--- config.mk ---
export PLATFORM = sky130hd
export DESIGN_NAME = bra_ctrl
export DESIGN_NICKNAME = d
export VERILOG_FILES = /design/src/sv/bra_pkg.sv /design/src/sv/bra_ctrl.sv
export SDC_FILE = /design/constraint.sdc
export NUM_CORES = 1
export LEC_CHECK = 0
export BUFFER_PORTS_ARGS = -buffer_cell sky130_fd_sc_hd__clkbuf_2
export CORE_AREA = 2 2 39 41
export DETAILED_ROUTE_END_ITERATION = 10
export DIE_AREA = 0 0 41 43
export HOLD_SLACK_MARGIN = 0.15
export PLACE_DENSITY = 0.67
export SETUP_SLACK_MARGIN = 0.1
export SLEW_MARGIN = 30
export SYNTH_ARGS = -nofsm -noshare
export SYNTH_HDL_FRONTEND = slang
export SYNTH_SLANG_ARGS = --single-unit
--- constraint.sdc ---
create_clock -name clock -period 1.05 [get_ports clock]
set_input_delay 0.21 -clock clock [delete_from_list [all_inputs] [get_ports clock]]
set_output_delay 0.21 -clock clock [all_outputs]
set_load 0.1 [all_outputs]
--- src/sv/bra_pkg.sv ---
// Package for the bitmap run allocator: sizes, command codes, payload and control types.
package bra_pkg;

   localparam int MAX_BITS  = 4096;
   localparam int WORD_BITS = 32;
   localparam int NUM_WORDS = MAX_BITS / WORD_BITS;
   localparam int ADDR_W    = $clog2(NUM_WORDS);
   localparam int OFF_W     = $clog2(WORD_BITS);
   localparam int CNT_W     = $clog2(WORD_BITS + 1);

   typedef enum logic [2:0] {
      MODE_SET     = 3'd0,
      MODE_CHECK   = 3'd1,
      MODE_FIND    = 3'd2,
      MODE_ALLOC   = 3'd3,
      MODE_LONGEST = 3'd4,
      MODE_COUNT   = 3'd5,
      MODE_RSVD6   = 3'd6,
      MODE_RSVD7   = 3'd7
   } mode_type;

   typedef struct packed {
      logic [2:0]  mode;
      logic        bit_value;
      logic [11:0] position;
      logic [12:0] run_length;
   } req_type;

   typedef struct packed {
      logic        ok;
      logic [11:0] start_bit;
      logic [12:0] bit_count;
   } rsp_type;

   typedef enum logic [3:0] {
      ST_IDLE,
      ST_CLEAR,
      ST_DECODE,
      ST_RD,
      ST_WAIT,
      ST_BIT,
      ST_WR,
      ST_SCAN_RD,
      ST_SCAN_WAIT,
      ST_SCAN_BIT,
      ST_FIN,
      ST_RESP
   } state_type;

   // Command from controller to datapath.
   typedef struct packed {
      logic load;       // capture request and effective size
      logic clr_wr;     // write zero at clear counter
      logic clr_inc;
      logic rd_bit;     // issue read of word holding cursor bit
      logic bit_step;   // process one bit from read data
      logic wr_word;    // write back modified word
      logic fin;        // fix up result
      logic restart;    // restart find from zero
   } ctl_type;

   // Status from datapath to controller.
   typedef struct packed {
      logic clr_done;
      logic invalid;    // command finishes immediately
      logic scan_done;  // cursor at its last bit, run found or check mismatch
      logic word_end;   // cursor at last bit of word or end
      logic need_wr;    // modified word must be written back
      logic retry;      // find must wrap around
      logic alloc_go;   // find succeeded and must invert
   } sts_type;

endpackage

--- src/sv/bra_ctrl.sv ---
// Controller state machine of the bitmap run allocator.
module bra_ctrl import bra_pkg::*; (
   input  logic    clock,
   input  logic    reset,
   input  logic    start,
   input  sts_type sts,
   output logic    busy,
   output logic    rsp_strobe,
   output ctl_type ctl
);
   state_type state_ff, state_in;

   always_ff @(posedge clock) begin
      if (reset) begin
         state_ff <= ST_CLEAR;
      end else begin
         state_ff <= state_in;
      end
   end

   always_comb begin
      state_in = state_ff;
      unique case (state_ff)
         ST_IDLE:   if (start) state_in = ST_DECODE;
         ST_CLEAR:  if (sts.clr_done) state_in = ST_IDLE;
         ST_DECODE: begin
            if (sts.invalid) state_in = ST_RESP;
            else state_in = ST_RD;
         end
         ST_RD:     state_in = ST_WAIT;
         ST_WAIT:   state_in = ST_BIT;
         ST_BIT: begin
            priority if (sts.scan_done || sts.word_end) begin
               state_in = sts.need_wr ? ST_WR : (sts.scan_done ? ST_FIN : ST_RD);
            end else begin
               state_in = ST_BIT;
            end
         end
         ST_WR:     state_in = sts.scan_done ? ST_FIN : ST_RD;
         ST_FIN: begin
            priority if (sts.retry || sts.alloc_go) state_in = ST_RD;
            else state_in = ST_RESP;
         end
         ST_RESP:   state_in = ST_IDLE;
         default:   state_in = ST_IDLE;
      endcase
   end

   always_comb begin
      ctl        = '0;
      busy       = 1'b1;
      rsp_strobe = 1'b0;
      unique case (state_ff)
         ST_IDLE:  begin
            busy     = 1'b0;
            ctl.load = start;
         end
         ST_CLEAR: begin
            ctl.clr_wr  = 1'b1;
            ctl.clr_inc = 1'b1;
         end
         ST_RD:    ctl.rd_bit = 1'b1;
         ST_BIT:   ctl.bit_step = 1'b1;
         ST_WR:    ctl.wr_word = 1'b1;
         ST_FIN:   begin
            ctl.fin     = 1'b1;
            ctl.restart = sts.retry;
         end
         ST_RESP:  rsp_strobe = 1'b1;
         default:  ctl = '0;
      endcase
   end
endmodule

# Word level (Yosys, flattened, before mapping)
# Cells that the tools add are included.
# op_classes
n_reduce_logical	4
eq_ne	10
muxes	16
# ops
op	n
$pmux W4 S8	1
$mux W4	7
$eq A4 B3 Y1 const B	3
$eq A4 B2 Y1 const B	2
$eq A4 B4 Y1 const B	2
$mux W1	6
$eq A4 B1 Y1 const B	1
$logic_not A4 Y1	1
$mux W2	2
$ne A2 B2 Y1 const B	2
$logic_or A1 B1 Y1	2
$reduce_and A2 Y1	1
# word_totals
regBits	4
output_inout_bits	10

# Logic depth before layout (Yosys ltp)
# Gate-level depths: netlist of run 1.
# logic_depth
word_depth	4
mapped_depth	5
ltp_nobuf	4

# Least setup slack after synthesis of run 1
# OpenSTA, ideal clock, no wires.
# synth_path
kind	reg-to-output
from	register state_ff[2]
to	output ctl[0] in the netlist's numbering
slack_ns	-1.970
t_required_ns	0.840
stages_incl_launch_ff	5
n_path_buf	1
arrival_time_ns	2.810
cell_sequence	dfxtp_1 buf_6 nand2b_1 nor2_1 and2_1
# synth_lines
element	line_no	rtl
start, declared	bra_ctrl.sv:11	state_type state_ff, state_in;
start signal, assigned	bra_ctrl.sv:17	state_ff <= state_in;
end, declared	bra_ctrl.sv:9	output ctl_type ctl

==> metrics.csv, run 1 <==
metric,value,unit
first-pass GRT wire length,2.57,mm
vias in the first global route,590,
CP Capture Type,output pin,
die area,1760,um^2
outcome,"finished, violations left",
share of layout cells above drive strength 1,0.742,
H-Tree Depth,1,
Antenna Cells,0,
Vias,563,
Startpoint Class,flip-flop,
top post-synthesis cells by count,"nor2_1, o21ai_0, dfxtp_1, inv_1",
f_max,673,MHz
area growth from synthesis to layout,135,%
DR DRC count,0,
Worst Tran Pin Value,0.329,ns
Hold Fails Final Rpt,0,
clock buffer depth,2,
largest area contributor in the netlist,dfxtp_1,
DRT iter0 DRCs,6,
CTS Buf Count,3,
die height,43,um
Clock Latency Late Sink,0.25,ns
Die Span X,41,um
multi-input logic area,388,um^2
headroom to the max-slew limit,0.778,
post-synthesis cell type count,29,
dpl cells,102,
Syn Nets,67,
reg2reg setup slack,-0.26,ns
register area share after synthesis,0.188,
max reg flops,4,
Final Non-Filler Cells,113,
final WL,1.63,mm
Post-Synthesis Cell Area,427,um^2
final antenna-violating net count,0,
largest registers,state_ff (4),
largest net degree at the start of global routing,8,
# nets final,109,
clock share of power,0.284,
synth top area cells,"dfxtp_1, nand2b_4, buf_6",
syn_area_per_cell,7.49,um^2
post-route setup slack,-0.436,ns
hpwl dp,1.12,mm
Synth Register Bits,4,
post-synth top area share,0.188,
cell internal pwr,0.439,mW
setup_tns,-4.37,ns
WP data required,0.84,ns
total gr overflow,0,
Max IR drop VDD,0.674,mV
most common cell in the netlist,nor2_1,
Biggest register,state_ff,
Clock Sinks,4,
routed vias/inst,4.98,
sw power,0.319,mW
TritonCTS clock tree,done,
hold_buf cts,0,
Setup CP Type,flip-flop to output pin,
Total GRT Usage,0.218,
Final period util,1.42,
failing checks,setup timing,
Slew Limit Fails,0,
Sw Share,0.421,
fillcell total,106,
Syn Inst Count,57,
Post-synth ARST share,0,
# setup viols final,14,
GPL Wtd Cong,0.821,
CP Max Fanout,3,
Initial Utilization,0.308,
Root Driver,clkbuf_4,
Flop pwr share,0.217,
Core ar.,1380,um^2
Critical Path AT,1.28,ns
Comb pwr share,0.499,
number of synthesized flops with an enable pin,0,
Synth Warn #,0,
Worst-path clk slew,0.05,ns
max cap viols,0,
pwr/cell area,756,nW/um^2
Worst Skew,0.00660,ns
fin util,0.724,
register area,92.6,um^2
Pre-antenna DRT Iters,6,
Static Leakage,0.414,nW
Final min period,1.49,ns
IO Pins,20,
IO Port Bufs,19,
initial antenna violation count,0,
# rows,14,
post-DR wirelength/cell,14.4,um
Main synth FF type,dfxtp_1,
HP Class,primary input to flip-flop,
RSZ-0062 raised after global routing,true,
## cell families after synthesis
logic type,Yosys count,share of synthesized area
AOI/OAI and AO/OA,16,0.243
buffers and inverters,9,0.150
DFF,4,0.188
and+or+nand+nor,28,0.419
## repair_timing
item,CTS,global route
gates resized for setup,17,7
buffers inserted,5,3
pin swaps,5,6
endpoints found under the setup margin,14,14
## layout by cell type (no fill, tap or decap), types with 2 or more instances in the layout
cell type and n:
buf_4 13, buf_12 11, clkbuf_2 9, buf_6 9
nor2_4 6, nand2b_4 4, inv_1 4, o21ai_0 4
clkbuf_4 3, dfxtp_4 3, nand2_1 2, nor3_4 2
o21ai_1 2, nor2_1 2, a21oi_1 2
## per-layer routing
| metal | track usage | vias up | wire length [um] |
|---|---|---|---|
| met3 | 0.0524 | 0 | 82 |
| met5 | 0 | - | 0 |
| met4 | 0.0667 | 0 | 0 |
| met2 | 0.384 | 19 | 909 |
| met1 | 0.239 | 268 | 637 |
| li1 | - | 276 | - |
## power by group through the flow
stage / Combinational [mW] / Sequential, mW / Clock [mW]
global placement: 0.335 / 0.172 / 0
CTS: 0.357 / 0.164 / 0.218
floorplan: 0.237 / 0.163 / 0
global route: 0.393 / 0.165 / 0.221
finish: 0.378 / 0.164 / 0.215
detailed placement: 0.338 / 0.173 / 0
## worst max-delay path, cell delays in order, from the launching register on
cell and delay (ns):
dfxtp_4 0.35, nand2b_4 0.15, nor3_4 0.30, buf_12 0.22
## worst paths after layout
path / cells past startpoint / start / end
worst max register to register: 5 / state_ff[1] / state_ff[1]
worst min-delay path: 2 / reset / state_ff[3]
worst min register to register: 3 / state_ff[3] / state_ff[2]
worst max-delay path: 3 / state_ff[1] / ctl[6]
## layout make-up
cell class                      instances  area share
Sequential cell                         4      0.0924
Timing Repair Buffer                   42       0.463
Inverter                                4      0.0150
Tap cell                               16      0.0200
Multi-Input combinational cell         44       0.387
Clock buffer                            3      0.0225
## metrics by stage
stage	setup WS (ns)	hold slack, ns	instance area, um^2	total power, mW
4_1_cts	-0.455	0.152	950	0.740
3_3_place_gp	-0.273	0.419	836	0.507
6_report	-0.436	0.186	1000	0.758
5_1_grt	-0.471	0.209	1000	0.780
2_1_floorplan	-0.890	0.275	507	0.399
3_5_place_dp	-0.286	0.424	836	0.511
No activity file was read; power rests on OpenSTA's default activity.
==> inputs of run 2 (changes only) <==
- CELL_PAD_IN_SITES_DETAIL_PLACEMENT: not set -> 0
- CELL_PAD_IN_SITES_GLOBAL_PLACEMENT: not set -> 1
- CORE_AREA: 2 2 39 41 -> not set
- CORE_MARGIN: not set -> 2
- CORE_UTILIZATION: not set -> 26
- DIE_AREA: 0 0 41 43 -> not set
- PLACE_DENSITY: 0.67 -> 0.76
- SKIP_LAST_GASP: not set -> 1
==> metrics.csv, run 2 (synthesis gave the netlist of run 1 again) <==
metric,value,unit,change
Final period util,1.39,,-0.0272
outcome,"finished, violations left",,
total gr overflow,0,,unchanged
largest registers,state_ff (4),,
CP Capture Type,output pin,,
max cap viols,0,,unchanged
GR peak layer,met2,,
Worst-path clk slew,0.04,ns,about the same
Pre-antenna DRT Iters,3,,-3
Biggest register,state_ff,,
headroom to the max-slew limit,0.765,,-0.0134
first-pass GRT wire length,2.40,mm,-6.4%
H-Tree Depth,1,,unchanged
post-route setup slack,-0.407,ns,+0.0286 ns
final WL,1.41,mm,-14%
Worst Skew,0.00253,ns,-0.00407 ns
hold slack,0.178,ns,-0.00753 ns
die area,1980,um^2,+12%
final instance area,962,um^2,-4.0%
die height,44.5,um,+3.5%
clock buffer depth,2,,unchanged
Worst Tran Pin Value,0.349,ns,+0.0200 ns
Vias,535,,-5.0%
R2R Path End,state_ff[1],,
reg2reg setup slack,-0.22,ns,+0.04 ns
met2 Resource Use GR,0.307,,-0.0771
reg2reg path depth,7,,+2
# nets final,105,,-3.7%
vias in the first global route,563,,-4.6%
Total Power,0.717,mW,-5.3%
CTS Buf Count,3,,unchanged
worst r2r src,state_ff[3],,
Hold Fails Final Rpt,0,,unchanged
fillcell total,129,,+22%
Slew Limit Fails,0,,unchanged
Worst Setup SP,state_ff[1],,
hpwl dp,1.06,mm,-5.3%
Final Non-Filler Cells,109,,-3.5%
initial antenna violation count,0,,unchanged
max reg flops,4,,unchanged
DRT iter0 DRCs,4,,-2
CP Max Fanout,5,,+2
final antenna-violating net count,0,,unchanged
GPL Wtd Cong,0.816,,-0.56%
f_max,686,MHz,+2.0%
CP Capture Point,ctl[6],,
Placement Cell Area,836,um^2,unchanged
HP Class,primary input to flip-flop,,
"commonest non-fill, non-tap cells in the layout","buf_12, buf_4, clkbuf_2, nor2_4, buf_6",,
TritonCTS clock tree,done,,
area growth from synthesis to layout,126,%,
Final min period,1.46,ns,-0.0286 ns
largest net degree at the start of global routing,8,,unchanged
GR Util met1,0.182,,-0.0569
met3 global-route usage,0.0653,,+0.0130
share of layout cells above drive strength 1,0.731,,-0.0111
Core ar.,1520,um^2,+10%
IO Port Bufs,19,,unchanged
Antenna Cells,0,,unchanged
Max IR drop VDD,0.633,mV,-6.0%
Total GRT Usage,0.169,,-0.0493
Critical Path AT,1.25,ns,-0.03 ns
Die Span X,44.5,um,+8.6%
Static Leakage,0.391,nW,-5.5%
Clock Latency Late Sink,0.24,ns,about the same
hold_buf cts,0,,unchanged
dpl cells,102,,unchanged
IO Pins,20,,unchanged
DR DRC count,0,,unchanged
pwr/cell area,746,nW/um^2,-1.4%
RSZ-0062 raised after global routing,true,,
# setup viols final,13,,-1
post-DR wirelength/cell,12.9,um,-11%
Clock Sinks,4,,unchanged
Initial Utilization,0.280,,-0.0284
routed vias/inst,4.91,,-1.5%
Setup CP Type,flip-flop to output pin,,
failing checks,setup timing,,
# rows,14,,unchanged
WP data required,0.84,ns,about the same
Root Driver,clkbuf_4,,
Setup WS pre-CTS,-0.278,ns,+0.00778 ns
fin util,0.631,,-0.0929
setup_tns,-4.04,ns,+0.333 ns
Startpoint Class,flip-flop,,
[run 2: worst min-delay path by stage]
stage          start     endpoint  slack, ns  depth (start not counted)
6_report       reset  state_ff[3]       0.18                          2
5_1_grt        reset  state_ff[3]       0.16                          2
4_1_cts        reset  state_ff[3]       0.17                          2
3_5_place_dp   reset  state_ff[3]       0.43                          2
3_3_place_gp   reset  state_ff[2]       0.42                          2
2_1_floorplan  reset  state_ff[2]       0.27                          1
[run 2: power by group]
group          switching (mW)  leakage (nW)  internal, mW  total (mW)
sequential             0.0125        0.0352         0.152       0.165
clock                  0.0619        0.0138         0.128       0.190
combinational           0.212         0.342         0.151       0.363
[run 2: cell type report]
class | instances | area, um^2 | share of cell area
clock buffer | 3 | 22.5 | 0.0234
inverter | 4 | 15.0 | 0.0156
sequential | 4 | 95.1 | 0.0988
timing repair buffer | 38 | 432 | 0.449
multi-input combinational | 44 | 378 | 0.393
tap | 16 | 20.0 | 0.0208
[run 2: timing repair]
item / in CTS / in global routing
gates resized for setup: 17 / 4
buffers inserted: 4 / 2
pin swaps: 5 / 5
setup endpoints to repair: 14 / 14
[run 2: worst max-delay path: stages, from the launching register on]
cell and delay (ns):
dfxtp_4 0.36, nand2b_4 0.15, nor3_4 0.28, buf_12 0.22
[run 2: metal layers]
metal	routed length, um	part of all wire
met1	522	0.37
met2	783	0.56
met3	85	0.060
met4	14	0.010
met5	0	0
